**src/rtl/fastq_quality_stats_accumulator_macros.svh**
```systemverilog
// Assertion macros for the accumulator RTL.
`ifndef FASTQ_QUALITY_STATS_ACCUMULATOR_MACROS_SVH
`define FASTQ_QUALITY_STATS_ACCUMULATOR_MACROS_SVH
// Implication checked every clock, disabled during reset.
`define FQS_ASSERT_IMP(label, ante, cons, msg) \
  label: assert property (@(posedge clk_i) disable iff (!rst_ni) (ante) |-> (cons)) \
    else $error(msg);
// Next-cycle implication, disabled during reset.
`define FQS_ASSERT_NXT(label, ante, cons, msg) \
  label: assert property (@(posedge clk_i) disable iff (!rst_ni) (ante) |=> (cons)) \
    else $error(msg);
`endif

```
**src/rtl/fqs_table_ram.sv**
```systemverilog
// Synchronous RAM with one write port and one registered read port.
module fqs_table_ram #(
  parameter int unsigned Depth = 256,
  parameter int unsigned Width = 8
) (
  input  logic                     clk_i,
  input  logic                     we_i,
  input  logic [$clog2(Depth)-1:0] waddr_i,
  input  logic [Width-1:0]         wdata_i,
  input  logic [$clog2(Depth)-1:0] raddr_i,
  output logic [Width-1:0]         rdata_o
);
  logic [Width-1:0] mem [Depth];

  always_ff @(posedge clk_i) begin
    if (we_i) begin
      mem[waddr_i] <= wdata_i;
    end
    rdata_o <= mem[raddr_i];
  end
endmodule

```
**config.mk**
```make
export PLATFORM = sky130hd
export DESIGN_NAME = fqs_table_ram
export DESIGN_NICKNAME = d
export VERILOG_FILES = /design/src/rtl/fastq_quality_stats_accumulator_macros.svh /design/src/rtl/fqs_table_ram.sv
export SDC_FILE = /design/constraint.sdc
export NUM_CORES = 2
export LEC_CHECK = 0
export ABC_AREA = 1
export BUFFER_PORTS_ARGS = -buffer_cell sky130_fd_sc_hd__buf_2
export CAP_MARGIN = 20
export CORE_MARGIN = 8
export CORE_UTILIZATION = 23
export CTS_CLUSTER_DIAMETER = 40
export DETAILED_ROUTE_END_ITERATION = 8
export MAX_ROUTING_LAYER = met4
export PLACE_DENSITY = 0.4
export SETUP_SLACK_MARGIN = 0.2
export SYNTH_ARGS = -nofsm -noshare
export SYNTH_HDL_FRONTEND = slang
export SYNTH_SLANG_ARGS = --single-unit
```
**constraint.sdc**
```tcl
create_clock -name clk_i -period 1.8 [get_ports clk_i]
set_input_delay 0.09 -clock clk_i [delete_from_list [all_inputs] [get_ports clk_i]]
set_output_delay 0.09 -clock clk_i [all_outputs]
set_load 0.01 [all_outputs]
```
==> flow_metrics.py <==
metrics = {
    "status": {
        "outcome": "complete, no violations",
    },
    "drt": {
        "wl_per_cell_um": 22.33,
        "first_iter_violations": 4885,
        "drc": 0,
        "topRoutingLayerUsed": "met4",
        "vias": 56908,
        "drt-pass1-iter-count": 6,
        "routed-wl-met3_um": 13110,
        "final_antenna_net_count": 0,
        "routed_via_density": 4.460,
        "met1_length_um": 125300,
        "met2_length_um": 138400,
        "routed_wl_um": 285000,
    },
    "sta": {
        "fin_crit_sh_pct": 90.27,
        "slew_headroom_pct": 55.47,
        "finalWorstSetupSlack_ps": 175.1,
        "finClkSkew_ps": 44.89,
        "whs_ps": 55.57,
        "hold_viol": 0,
        "fin_setup_tns_ps": 0,
        "grt_setup_unrepaired": "true",
        "tightest_slew_ps": 667.2,
        "clock.fmax_ghz": 0.6154,
        "min_period_ps": 1625,
        "finalMaxSlewViolations": 0,
        "setup_viol": 0,
    },
    "power_and_ir_drop": {
        "power_density_nw_per_um2": 1160,
        "max-vdd-ir-drop_mv": 0.7084,
        "p_leak_uw": 0.03858,
    },
    "logic_synthesis": {
        "synth_cells": 7003,
        "syn_nets": 7029,
        "synth-seq-area-share_pct": 73.94,
        "ys_types": 14,
        "ys.warnings.count": 0,
        "synth.top_cell.area_share_pct": 73.74,
        "synth_top_cell_by_area": "edfxtp_1",
        "syn_area_per_cell_um2": 11.91,
        "netlist_area_um2": 83400,
        "synth-seq-cells": 2056,
        "synth_area_leaders": "edfxtp_1 74%, nand3_1 12%, nand2_1 9.6%",
    },
    "worst_setup_path": {
        "endpoint_kind": "register",
        "cp.required_ps": 2550,
        "worstSetupStartpoint": "mem[191][4]",
        "crit_fanout": 1,
        "r2r-start": "mem[191][4]",
        "worst_ep_arrival_time_ps": 2380,
        "start_kind": "register",
        "criticalPathCategory": "reg2reg",
    },
    "global_route": {
        "grt_usage_pct": 14.89,
        "antenna_found_initial": 13,
        "grt_pass1_wl_um": 411500,
        "overflow": 0,
        "grt_pass1_vias": 57414,
        "grt_max_degree": 81,
    },
    "place": {
        "placed_cells": 12130,
        "hpwl_um": 183100,
        "io_buffer_count": 33,
        "post-place-ws_ps": -1174,
        "gp_congestion": 0.8323,
    },
    "layout": {
        "syn_to_final_growth_pct": 30.19,
        "fillCellCount": 36770,
        "drive_gt1_share_pct": 20.46,
        "nets": 7711,
        "layout.cells.non_filler": 12761,
    },
    "clock_tree": {
        "clockRootBuffer": "clkbuf_16",
        "clk_latency_ps": 880,
        "cts_tree": "yes",
        "path_clk_slew_ps": 50,
        "cts.path.max_buffers": 4,
        "cts.sinks": 2056,
        "cts_made_buffers": 337,
        "htreeDepth": 5,
    },
    "hold_path": {
        "worst_hold_path_type": "in2reg",
        "min-delay-start": "raddr_i[3]",
    },
    "run": {
        "cap_violations": 0,
    },
    "floorplan": {
        "core_um2": 361700,
        "dieArea_um2": 382100,
        "die_y_um": 618.2,
        "ioPinCount": 34,
        "die_w_um": 618.2,
        "rows": 221,
        "start_util_pct": 23.06,
    },
}
layout by cell type (no fill, tap or decap), types with 4 or more instances in the layout:
cell type	synthesis	layout
nand3_4	0	47
inv_8	0	8
clkinv_8	0	4
buf_4	46	589
nand2_2	0	23
clkinvlp_4	0	45
nand3_1	2019	1805
buf_8	1	11
nand2_1	2123	2098
buf_2	268	15
inv_16	0	4
buf_12	0	187
nor2_1	283	283
dlygate4sd3_1	0	10
dfxtp_4	0	6
bufinv_16	0	37
buf_6	16	14
clkinv_2	0	30
edfxtp_1	2048	2048
clkbuf_16	0	340
diode_2	0	6
clkinv_4	0	33
clkbuf_1	112	28
nand3_2	0	167
inv_6	0	62
clkinv_1	0	26
inv_1	36	34
per-stage QoR:
stage / power (uW) / area [um2] / utilization, %
2_1_floorplan: 57080 / 83400 / -
3_3_place_gp: 61540 / 95510 / 26.41
3_5_place_dp: 61530 / 95510 / 26.41
4_1_cts: 127300 / 107800 / 29.80
5_1_grt: 129800 / 108600 / 30.02
6_report: 125900 / 108600 / 30.02
cell usage after synthesis:
cell type  instances
inv_4              1
buf_4             46
nand2_1         2123
dfxtp_1            8
buf_8              1
inv_1             36
buf_1             40
edfxtp_1        2048
nand3_1         2019
buf_6             16
buf_2            268
inv_2              2
clkbuf_1         112
nor2_1           283
area by class of cell:
class / count / area (um2) / share of cell area [%]
Clock inverter: 247 / 2773 / 2.554
Antenna cell: 6 / 15.01 / 0.01383
Timing Repair Buffer: 826 / 8663 / 7.979
Multi-Input combinational cell: 4425 / 20640 / 19.01
Sequential cell: 2056 / 61680 / 56.82
Tap cell: 4794 / 5998 / 5.525
Clock buffer: 368 / 8613 / 7.933
Inverter: 39 / 182.7 / 0.1683
sequential cells by signal (all words and copies together), names as in the netlist:
| name | cells |
|---|---|
| mem | 2048 |
| rdata_o | 8 |
kinds of logic after synthesis:
| kind of cell | count (synthesis) | synth area share (%) |
|---|---|---|
| AND/OR/NAND/NOR | 4425 | 22.95 |
| flip-flops | 2056 | 73.94 |
| buffers and inverters | 522 | 3.119 |
metal layers:
layer / up-vias / track usage [%]
li1: 26420 / -
met1: 28640 / 19.17
met5: - / -
met3: 459 / 2.060
met4: 0 / 4.126
met2: 1389 / 24.59
report_power, final:
part	switching, uW	total [uW]	internal, uW
Clock	24500	65100	40600
Combinational	5440	7950	2510
Sequential	92.3	52900	52800
Total	30000	126000	95900
path summary, 6_finish.rpt:
path	to	slack, ps	cells past startpoint
hold / removal	rdata_o[6]	60	8
setup / recovery	rdata_o[4]	180	11
hold reg to reg	rdata_o[2]	1010	10
setup reg to reg	rdata_o[4]	180	11
what timing repair did:
item,in CTS,in global routing
hold endpoints to repair,2050,0
gates cloned,0,0
hold buffers,10,0
setup buffers,0,0
resized for setup,158,145
pin swaps,11,46
setup endpoints to repair,16,11
critical path: stages, from the launching register on:
cell and delay [ps]:
edfxtp_1 360, nand2_1 70, nand3_1 70, nand3_1 130
nand3_1 150, nand3_2 140, nand3_1 140, nand3_2 130
buf_4 120, nand2_1 60, nand2_1 80, nand2_1 60
(Power assumes the default switching activity.)
