[src/rtl/fastq_quality_stats_accumulator_macros.svh]
// Assertion macros for the accumulator RTL.
`ifndef FASTQ_QUALITY_STATS_ACCUMULATOR_MACROS_SVH
`define FASTQ_QUALITY_STATS_ACCUMULATOR_MACROS_SVH
// Implication checked every clock, disabled during reset.
`define FQS_ASSERT_IMP(label, ante, cons, msg) \
  label: assert property (@(posedge clk_i) disable iff (!rst_ni) (ante) |-> (cons)) \
    else $error(msg);
// Next-cycle implication, disabled during reset.
`define FQS_ASSERT_NXT(label, ante, cons, msg) \
  label: assert property (@(posedge clk_i) disable iff (!rst_ni) (ante) |=> (cons)) \
    else $error(msg);
`endif

[src/rtl/fqs_pkg.sv]
// Shared types and constants for the quality statistics accumulator.
package fqs_pkg;
  localparam int unsigned MaxLen = 65536;
  localparam int unsigned AddrW = $clog2(MaxLen);
  localparam int unsigned PosW = 32;
  localparam int unsigned SumW = 40;
  localparam logic [7:0] MaxThresh = 8'd74;
  localparam logic [7:0] MinThresh = 8'd58;
  localparam logic [6:0] OffsetHigh = 7'd64;
  localparam logic [6:0] OffsetLow = 7'd33;

  typedef enum logic [2:0] {
    StClear, StIdle, StRead, StWrite, StDiv, StOut
  } state_e;

  typedef struct packed {
    logic             start;
    logic [SumW-1:0]  dividend;
    logic [PosW-1:0]  divisor;
  } div_req_t;

  typedef struct packed {
    logic       done;
    logic [7:0] quotient;
  } div_rsp_t;
endpackage

[src/rtl/fqs_avg_div.sv]
// Restoring divider: read byte sum over read length, saturated to 255.
module fqs_avg_div (
  input  logic              clk_i,
  input  logic              rst_ni,
  input  fqs_pkg::div_req_t req_i,
  output fqs_pkg::div_rsp_t rsp_o
);
  import fqs_pkg::*;

  logic [SumW-1:0]     quo_q, quo_d;
  logic [PosW:0]       rem_q, rem_d;
  logic [PosW-1:0]     den_q, den_d;
  logic [$clog2(SumW+1)-1:0] cnt_q, cnt_d;
  logic                busy_q, busy_d, done_q, done_d;
  logic [PosW:0]       trial;

  always_comb begin
    quo_d = quo_q; rem_d = rem_q; den_d = den_q;
    cnt_d = cnt_q; busy_d = busy_q; done_d = 1'b0;
    trial = '0;
    if (req_i.start) begin
      quo_d = req_i.dividend;
      rem_d = '0;
      den_d = req_i.divisor;
      cnt_d = ($clog2(SumW+1))'(SumW);
      busy_d = 1'b1;
    end else if (busy_q) begin
      trial = {rem_q[PosW-1:0], quo_q[SumW-1]};
      if (trial >= {1'b0, den_q}) begin
        rem_d = trial - {1'b0, den_q};
        quo_d = {quo_q[SumW-2:0], 1'b1};
      end else begin
        rem_d = trial;
        quo_d = {quo_q[SumW-2:0], 1'b0};
      end
      cnt_d = cnt_q - 1'b1;
      if (cnt_q == ($clog2(SumW+1))'(1)) begin
        busy_d = 1'b0;
        done_d = 1'b1;
      end
    end
  end

  always_ff @(posedge clk_i or negedge rst_ni) begin
    if (!rst_ni) begin
      busy_q <= 1'b0;
      done_q <= 1'b0;
      cnt_q <= '0;
    end else begin
      busy_q <= busy_d;
      done_q <= done_d;
      cnt_q <= cnt_d;
    end
  end

  always_ff @(posedge clk_i) begin
    quo_q <= quo_d;
    rem_q <= rem_d;
    den_q <= den_d;
  end

  assign rsp_o.done = done_q;
  assign rsp_o.quotient = (quo_q[SumW-1:8] != '0) ? 8'hFF : quo_q[7:0];
endmodule

[config.mk]
export PLATFORM = sky130hd
export DESIGN_NAME = fqs_avg_div
export DESIGN_NICKNAME = d
export VERILOG_FILES = /design/src/rtl/fastq_quality_stats_accumulator_macros.svh /design/src/rtl/fqs_pkg.sv /design/src/rtl/fqs_avg_div.sv
export SDC_FILE = /design/constraint.sdc
export NUM_CORES = 1
export LEC_CHECK = 0
export BUFFER_PORTS_ARGS = -buffer_cell sky130_fd_sc_hd__buf_4
export CAP_MARGIN = 25
export CORE_UTILIZATION = 30
export CTS_BUF_LIST = sky130_fd_sc_hd__clkbuf_8
export DETAILED_ROUTE_END_ITERATION = 6
export SYNTH_ARGS = -nofsm -noshare
export SYNTH_HDL_FRONTEND = slang
export SYNTH_SLANG_ARGS = --single-unit
[constraint.sdc]
create_clock -name clk_i -period 4.16 [get_ports clk_i]
set_clock_uncertainty 0.1 [all_clocks]
set_input_delay 0.832 -clock clk_i [delete_from_list [all_inputs] [get_ports clk_i]]
set_output_delay 0.832 -clock clk_i [all_outputs]
set_load 0.02 [all_outputs]
==> impl_results.rst, run 1 <==
.. list-table::
   :header-rows: 1

   * - Metric
     - Value
   * - Result of the run
     - completed
   * - Post-synthesis register bit count
     - 112
   * - Fin area
     - roughly 7400 sq um
   * - Most used standard cells in the synthesized netlist
     - 72 x sky130_fd_sc_hd__edfxtp_1, 72 x sky130_fd_sc_hd__nor2_1, 50 x sky130_fd_sc_hd__a21oi_1, 41 x sky130_fd_sc_hd__inv_1, 39 x sky130_fd_sc_hd__mux2_2
   * - Fraction of registers with async set/reset
     - 7.14%
   * - Critical path's top delay family
     - compound AO/OA/AOI/OAI gates
   * - Syn Inst Count
     - roughly 600
   * - Synthesized area divided by synthesized cell count
     - between 10 and 15 sq um
   * - Maximum Capacitance Violations
     - 0
   * - Post-CTS sizing
     - 0
   * - Cell Count Post-Placement
     - approximately 950
   * - Dominant cells by area after synthesis
     - sky130_fd_sc_hd__edfxtp_1 34%, sky130_fd_sc_hd__dfxtp_1 10%, sky130_fd_sc_hd__mux2_2 6.9%
   * - Max Clk Rate
     - just over 300 MHz
   * - Number of distinct library cells after synthesis
     - 55
   * - Sequential area share after synthesis
     - 47.5%
   * - Number of H-tree branching levels
     - 3
   * - R2r setup slk
     - 930 ps
   * - Total global routing overflow
     - 0
   * - Net count of the mapped netlist
     - 726
   * - Antenna violation net count after detailed routing
     - 0
   * - Top-area cell type share of the netlist area
     - between 30% and 40%
   * - Portion of total power attributed to combinational logic
     - 41.6%
   * - Final Setup Violations
     - 0
   * - Nets@finish
     - roughly 800
   * - Final hold vios
     - 0
   * - Cells along the critical path
     - inv_1 -> ha_1 -> a21o_1 -> a21oi_1 -> a211oi_1 -> o31a_1 -> a41o_1 -> a2111oi_4 -> buf_4 -> mux2i_1 -> a211oi_1
   * - Worst-skew pair later-pin latency
     - 400 ps
   * - Hold buffer count at CTS
     - 0
   * - Initial antenna violation count
     - 0
   * - Area Overhead vs Synth
     - 16.9%
   * - DRC violation count after routing
     - 0
   * - Internal cell power
     - around 2.3 mW
   * - Standard cell area after detailed placement
     - 7220 sq um
   * - CTS Buf Count
     - 9
   * - CP peak stage delay
     - 370 ps
   * - R2r startpoint
     - den_q[3]
   * - Starting utilization of the core area
     - 31.0%
   * - Number of buffers and inverters on the critical path
     - 2
   * - Drt via density
     - between 4 and 5
   * - Kind of launch point of the worst setup path
     - flip-flop
   * - Post-CTS Setup Inserts
     - 0
   * - Vertical die dimension
     - 147 microns
   * - Number of warnings issued by yosys
     - 0
   * - Total GRT Usage
     - 14.0%
   * - Worst setup slack after layout
     - about 930 ps
   * - Slowest stage cell, crit path
     - sky130_fd_sc_hd__buf_4
   * - Routed wire length per instance
     - 15.1 microns
   * - Hold WS
     - roughly 130 ps
   * - Required time of the worst setup path
     - 4320 ps
   * - Cell count of the worst reg-to-reg path
     - 11
   * - Placeable core region
     - just over 20000 sq um
   * - Core utilization of the finished layout
     - 36.2%
   * - Fin Setup TNS
     - 0 ps
   * - Share of layout cells above drive strength 1
     - 21.0%
   * - Power dissipated by switching net loads
     - approximately 1.4 mW
   * - Deepest clock path buffer count
     - 2
   * - Crit. Startpoint
     - den_q[3]
   * - Summed instance area of the synthesized netlist
     - 6330 sq um
   * - Reg-to-Reg End
     - rem_q[19]
   * - Max-slew violation count
     - 0
   * - Sink Count
     - 112
   * - Type of the setup path with the least slack
     - reg -> reg
   * - Highest ir drop seen on vdd
     - 0.000201 V
   * - Pin count of the biggest net entering global routing
     - 41
   * - # diodes
     - 0
   * - Global placement routability congestion
     - a little over 0.9
   * - Tightest slew margin relative to the limit
     - about two fifths
   * - Layout Cells excl Fill
     - 964
   * - Vias
     - 4715
   * - Setup repair after global routing missed its margin
     - false
   * - Total wire length after detailed routing
     - roughly 15 mm
   * - Sw Ratio
     - ~38%
   * - Global-route wire length before repair
     - 24.2 mm
   * - Total Power Consumption
     - roughly 3.7 mW
   * - Chip width
     - 147 microns
   * - Power density relative to cell area
     - 497 nW/um^2
   * - Type of the most critical hold path
     - in -> async
   * - CP dominant cell by count
     - sky130_fd_sc_hd__a211oi_1
   * - Site Rows
     - 52
   * - Detailed router's first-iteration violation count
     - 270
   * - Port bufs
     - 83
   * - Detailed Place HPWL
     - 10.7 mm
   * - TritonCTS clock tree
     - built
   * - Count of TritonRoute iterations in the first routing pass
     - 6
   * - Portion of total power attributed to sequential cells
     - 41.7%
   * - Share of power burned in the clock network
     - roughly 17%
   * - Number of enable flip-flop cells after synthesis
     - 72
   * - Root Buffer Master
     - sky130_fd_sc_hd__clkbuf_8
   * - Die ar.
     - ~22000 sq um
   * - Top fanout value on the critical path
     - 26
   * - Dominant synthesized flop cell
     - sky130_fd_sc_hd__edfxtp_1
   * - Top-level I/O count
     - 84
   * - Reg clk slew, reported paths
     - roughly 110 ps
   * - Fin crit period
     - 3230 ps
   * - Vias in the first global route
     - between 4000 and 5000
   * - Cell type with the largest total area after synthesis
     - sky130_fd_sc_hd__edfxtp_1
   * - Leakage power figure
     - between 3 and 4 nW
   * - Fraction of the cycle the final worst path needs
     - 77.6%
   * - Slew @ Worst Pin
     - 896 ps
   * - CP endpoint kind
     - flip-flop
   * - Pre-CTS setup slack
     - a little under 1000 ps
   * - Worst path arrival time
     - between 3000 and 4000 ps
## placed cells by master (no fill, tap or decap), types with 2 or more instances in the layout
cell / instances
sky130_fd_sc_hd__nand3_1: 7
sky130_fd_sc_hd__o21a_1: 4
sky130_fd_sc_hd__nor3_1: 5
sky130_fd_sc_hd__xnor2_1: 17
sky130_fd_sc_hd__nor4_1: 11
sky130_fd_sc_hd__a21oi_1: 50
sky130_fd_sc_hd__a21o_1: 9
sky130_fd_sc_hd__a2111oi_0: 2
sky130_fd_sc_hd__o22ai_1: 2
sky130_fd_sc_hd__nand2b_1: 7
sky130_fd_sc_hd__edfxtp_1: 72
sky130_fd_sc_hd__and3_1: 2
sky130_fd_sc_hd__dfxtp_1: 32
sky130_fd_sc_hd__buf_4: 90
sky130_fd_sc_hd__nor4b_1: 3
sky130_fd_sc_hd__o31ai_1: 2
sky130_fd_sc_hd__a211oi_1: 31
sky130_fd_sc_hd__mux2_2: 39
sky130_fd_sc_hd__inv_1: 43
sky130_fd_sc_hd__nand4_1: 10
sky130_fd_sc_hd__nor2_1: 72
sky130_fd_sc_hd__dfrtp_1: 8
sky130_fd_sc_hd__ha_1: 34
sky130_fd_sc_hd__mux2i_1: 13
sky130_fd_sc_hd__a31oi_1: 5
sky130_fd_sc_hd__or3_1: 9
sky130_fd_sc_hd__inv_6: 3
sky130_fd_sc_hd__clkbuf_8: 9
sky130_fd_sc_hd__o21ai_0: 21
sky130_fd_sc_hd__xor2_1: 16
sky130_fd_sc_hd__o21bai_1: 2
sky130_fd_sc_hd__nor2b_1: 4
sky130_fd_sc_hd__nand2_1: 33
sky130_fd_sc_hd__o211ai_1: 6
## power by group through the flow
stage / Combinational, mW / Clock [mW] / Sequential, mW
after floorplan: 1.21 / 0 / 1.51
after global placement: 1.52 / 0 / 1.56
after detailed placement: 1.53 / 0 / 1.55
after CTS: 1.53 / 0.658 / 1.53
after global routing: 1.71 / 0.687 / 1.57
final: 1.53 / 0.613 / 1.53
## state kept, by name, indices dropped and copies added, names as in the netlist
name    cells
quo_q      40
done_q      1
busy_q      1
den_q      32
rem_q      32
cnt_q       6
## cell type report
| cell class | instances | area (sq um) |
|---|---|---|
| sequential | 112 | 3000 |
| inverter | 41 | 154 |
| clock inverter | 7 | 50.0 |
| clock buffer | 9 | 124 |
| fill | 2124 | 13000 |
| tap | 270 | 338 |
| timing repair buffer | 90 | 676 |
| multi-input combinational | 435 | 3050 |
## how the worst max path moves through the flow
stage                      endpoint  slack (ps)  cells after the start
after global placement    rem_q[29]        1020                     10
after global routing       rem_q[5]         720                     12
final                     rem_q[19]         930                     11
after detailed placement  rem_q[19]         970                     11
after CTS                 rem_q[13]         920                     11
after floorplan           rem_q[17]        1170                     12
## layer usage
metal  share of wire, %  GRT usage (%)
met1                 47           18.5
met5                  0              0
met4                1.2           3.76
met2                 43           21.0
met3                8.3           5.59
## kinds of logic (layout without fill, tap and decap cells)
family / Yosys count / after routing / share of synthesized area (%)
AND/OR/NAND/NOR: 168 / 168 / 12.4
XOR/XNOR: 33 / 33 / 4.57
adder cells (fa/ha/maj): 35 / 35 / 7.04
buffers and inverters: 69 / 147 / 4.35
flip-flops: 112 / 112 / 47.5
multiplexers: 52 / 52 / 9.00
AO/OA/AOI/OAI: 147 / 147 / 15.2
## worst register-to-register path, cell delays in order, from the launching register on
cell	delay (ps)
sky130_fd_sc_hd__edfxtp_1	350
sky130_fd_sc_hd__inv_1	40
sky130_fd_sc_hd__ha_1	330
sky130_fd_sc_hd__a21o_1	200
sky130_fd_sc_hd__a21oi_1	250
sky130_fd_sc_hd__a211oi_1	130
sky130_fd_sc_hd__o31a_1	310
sky130_fd_sc_hd__a41o_1	320
sky130_fd_sc_hd__a2111oi_4	320
sky130_fd_sc_hd__buf_4	370
sky130_fd_sc_hd__mux2i_1	260
sky130_fd_sc_hd__a211oi_1	90
(Power assumes the default switching activity.)
==> inputs of run 2 (changes only) <==
Clock period 4.16 ns to 2.8 ns, I/O delays scaled along.
==> run 2 against run 1 <==
Against the previous run: the run now ends with negative setup slack left; cell count rose by 9.3%; via count rose by 9.1%; routed wire length rose by 9.4%; setup slack got worse by 1100 ps; largest power group is now combinational cells.
==> impl_results.rst, run 2 (synthesis results as in run 1) <==
.. list-table::
   :header-rows: 1

   * - Metric
     - Value
   * - Site Rows
     - 52 (unchanged)
   * - Slowest stage cell, crit path
     - sky130_fd_sc_hd__edfxtp_1
   * - Highest-count cells in the layout ignoring fill and taps
     - 168 x sky130_fd_sc_hd__buf_4, 72 x sky130_fd_sc_hd__edfxtp_1, 63 x sky130_fd_sc_hd__nor2_1, 39 x sky130_fd_sc_hd__mux2_2, 38 x sky130_fd_sc_hd__inv_1
   * - Detailed Place HPWL
     - 11.5 mm (+7.7%)
   * - Total Power Consumption
     - 6.83 mW (+86%)
   * - Fraction of the cycle the final worst path needs
     - 108% (+30 points)
   * - Fin Setup TNS
     - -4100 ps (-4100 ps)
   * - Global-route wire length before repair
     - 25.7 mm (+6.3%)
   * - Chip width
     - 147 microns (unchanged)
   * - Largest register by flop count
     - quo_q
   * - Standard cell area after detailed placement
     - 7840 sq um (+8.6%)
   * - TritonCTS clock tree
     - built
   * - Required time of the worst setup path
     - 2980 ps (-1340 ps)
   * - Most common cell after layout, fill and taps aside
     - sky130_fd_sc_hd__buf_4
   * - Max-slew violation count
     - 0 (unchanged)
   * - CP peak stage delay
     - 410 ps (+40 ps)
   * - Initial antenna violation count
     - 0 (unchanged)
   * - Top fanout value on the critical path
     - 7 (-73%)
   * - Critical path's top delay family
     - compound AO/OA/AOI/OAI gates
   * - Area Overhead vs Synth
     - 35.9%
   * - Highest ir drop seen on vdd
     - 0.000335 V (+66%)
   * - Antenna violation net count after detailed routing
     - 0 (unchanged)
   * - Share of layout cells above drive strength 1
     - 38.1% (+17 points)
   * - Nets@finish
     - 889 (+11%)
   * - Die ar.
     - 21700 sq um (unchanged)
   * - Type of the setup path with the least slack
     - reg -> reg
   * - Port bufs
     - 83 (unchanged)
   * - CTS Buf Count
     - 9 (unchanged)
   * - Biggest regs
     - quo_q (40), den_q (32), rem_q (32)
   * - Total GRT Usage
     - 14.9% (+0.96 points)
   * - Worst path arrival time
     - 3200 ps (-180 ps)
   * - Vias
     - 5146 (+9.1%)
   * - CP endpoint kind
     - flip-flop
   * - Deepest clock path buffer count
     - 2 (unchanged)
   * - Cell count of the worst hold path
     - 1
   * - Root Buffer Master
     - sky130_fd_sc_hd__clkbuf_8
   * - Result of the run
     - finished with violations
   * - CP dominant cell by count
     - sky130_fd_sc_hd__a211oi_2
   * - Count of TritonRoute iterations in the first routing pass
     - 6 (unchanged)
   * - Number of buffers and inverters on the critical path
     - 3 (+1)
   * - Fin crit period
     - 3010 ps (-216 ps)
   * - Sink Count
     - 112 (unchanged)
   * - Failing checks
     - negative setup slack
   * - Flip-flop count of the largest register, all copies and words added
     - 40 (unchanged)
   * - Final Setup Violations
     - 33 (+33)
   * - DRC violation count after routing
     - 0 (unchanged)
   * - # diodes
     - 0 (unchanged)
   * - Pin count of the biggest net entering global routing
     - 71 (+73%)
   * - Cells along the critical path
     - inv_2 -> ha_4 -> a21o_1 -> a21oi_2 -> a211oi_2 -> o31a_1 -> a41o_1 -> a2111oi_4 -> buf_6 -> buf_8 -> mux2i_4 -> a211oi_2
   * - Kind of launch point of the worst setup path
     - flip-flop
   * - Setup repair after global routing missed its margin
     - true
   * - Total wire length after detailed routing
     - 15.9 mm (+9.4%)
   * - Detailed router's first-iteration violation count
     - 276 (+2.2%)
   * - Top-level I/O count
     - 84 (unchanged)
   * - Filler Cells Inserted
     - 2028 (-4.5%)
   * - Type of the most critical hold path
     - in -> reg
   * - Max Clk Rate
     - 332 MHz (+7.2%)
   * - R2r startpoint
     - den_q[3]
   * - Routed wire length per instance
     - 15.1 microns (about the same)
   * - Start point of the worst hold path
     - req_i[27]
   * - Hold path endpoint
     - den_q[27]
   * - Placeable core region
     - 20400 sq um (unchanged)
   * - Reg clk slew, reported paths
     - 130 ps (+20 ps)
   * - Worst setup slack after layout
     - -211 ps (-1140 ps)
   * - Vias in the first global route
     - 5290 (+11%)
   * - Global placement routability congestion
     - 0.910 (+0.15%)
   * - Slew @ Worst Pin
     - 513 ps (-383 ps)
   * - Worst-skew pair later-pin latency
     - 410 ps (about the same)
   * - R2r setup slk
     - -210 ps (-1140 ps)
   * - Tightest slew margin relative to the limit
     - 65.8% (+26 points)
   * - Reg-to-Reg End
     - rem_q[19]
   * - Leakage power figure
     - 3.62 nW (+18%)
   * - Final hold vios
     - 0 (unchanged)
   * - Starting utilization of the core area
     - 31.0% (unchanged)
   * - Drt via density
     - 4.88 (-0.18%)
   * - Number of H-tree branching levels
     - 3 (unchanged)
   * - Power density relative to cell area
     - 795 nW/um^2 (+60%)
   * - Fin area
     - 8600 sq um (+16%)
   * - Maximum Capacitance Violations
     - 0 (unchanged)
   * - Cell count of the worst reg-to-reg path
     - 12 (+1)
   * - Total global routing overflow
     - 0 (unchanged)
   * - Vertical die dimension
     - 147 microns (unchanged)
run 2: cell types whose count changed in the layout (fill, tap and decap cells not counted), moves of 5 or more:
cell                       previous run  this run
sky130_fd_sc_hd__nor2_1              72        63
sky130_fd_sc_hd__ha_4                 0         7
sky130_fd_sc_hd__a21oi_2              0        17
sky130_fd_sc_hd__inv_1               43        38
sky130_fd_sc_hd__a211oi_2             0         9
sky130_fd_sc_hd__buf_4               90       168
sky130_fd_sc_hd__a21oi_1             50        33
sky130_fd_sc_hd__a211oi_1            31        22
sky130_fd_sc_hd__ha_1                34        27
sky130_fd_sc_hd__nor4_2               0         5
sky130_fd_sc_hd__nor4_1              11         5
sky130_fd_sc_hd__nor2_2               0         5
run 2: area by class of cell:
| type | count | area (sq um) | share of cell area [%] |
|---|---|---|---|
| Multi-Input combinational cell | 435 | 3400 | 39.6 |
| Sequential cell | 112 | 3000 | 34.9 |
| Timing Repair Buffer | 180 | 1480 | 17.2 |
| Tap cell | 270 | 338 | 3.93 |
| Inverter | 41 | 154 | 1.79 |
| Clock buffer | 9 | 124 | 1.44 |
| Clock inverter | 7 | 98.8 | 1.15 |
run 2: repair_timing:
action,4_1_cts,5_1_grt
resized for setup,27,57
buffers inserted,4,3
cloned,1,2
endpoints found under the setup margin,41,41
pin swaps,14,33
hold endpoints to repair,8,0
hold buffers,1,0
run 2: report_power, final:
group          internal (mW)  leakage [nW]  switching, mW
Combinational           1.81          2.41           1.68
Sequential              2.06          1.09          0.216
Clock                  0.373         0.110          0.692
Total                   4.24          3.62           2.59
run 2: worst max path at each step:
stage	from	to	slack [ps]	cells after the start
after floorplan	den_q[12]	rem_q[14]	-120	12
after global placement	den_q[1]	rem_q[19]	-280	11
after detailed placement	den_q[1]	rem_q[19]	-290	11
after CTS	den_q[3]	rem_q[17]	-200	12
after global routing	quo_q[39]	rem_q[20]	-350	13
final	den_q[3]	rem_q[19]	-210	12
run 2: per-layer routing:
metal | up-vias | wire length, microns | GRT usage, % | part of all wire (%)
met1 | 2417 | 7000 | 18.3 | 44
li1 | 2585 | - | - | -
met3 | 17 | 1080 | 4.57 | 6.8
met4 | 0 | 227 | 4.43 | 1.4
met5 | - | 0 | 0 | 0
met2 | 127 | 7610 | 25.1 | 48
run 2: through the flow:
stage               instances  hold WS (ps)  utilization (%)  worst slack [ps]
floorplan                 616           164                -              -118
finish                   1054           215             42.1              -211
global route             1054           184             42.1              -354
detailed placement       1027           282             38.4              -286
global placement         1027           284             38.4              -280
CTS                      1049           188             40.4              -198
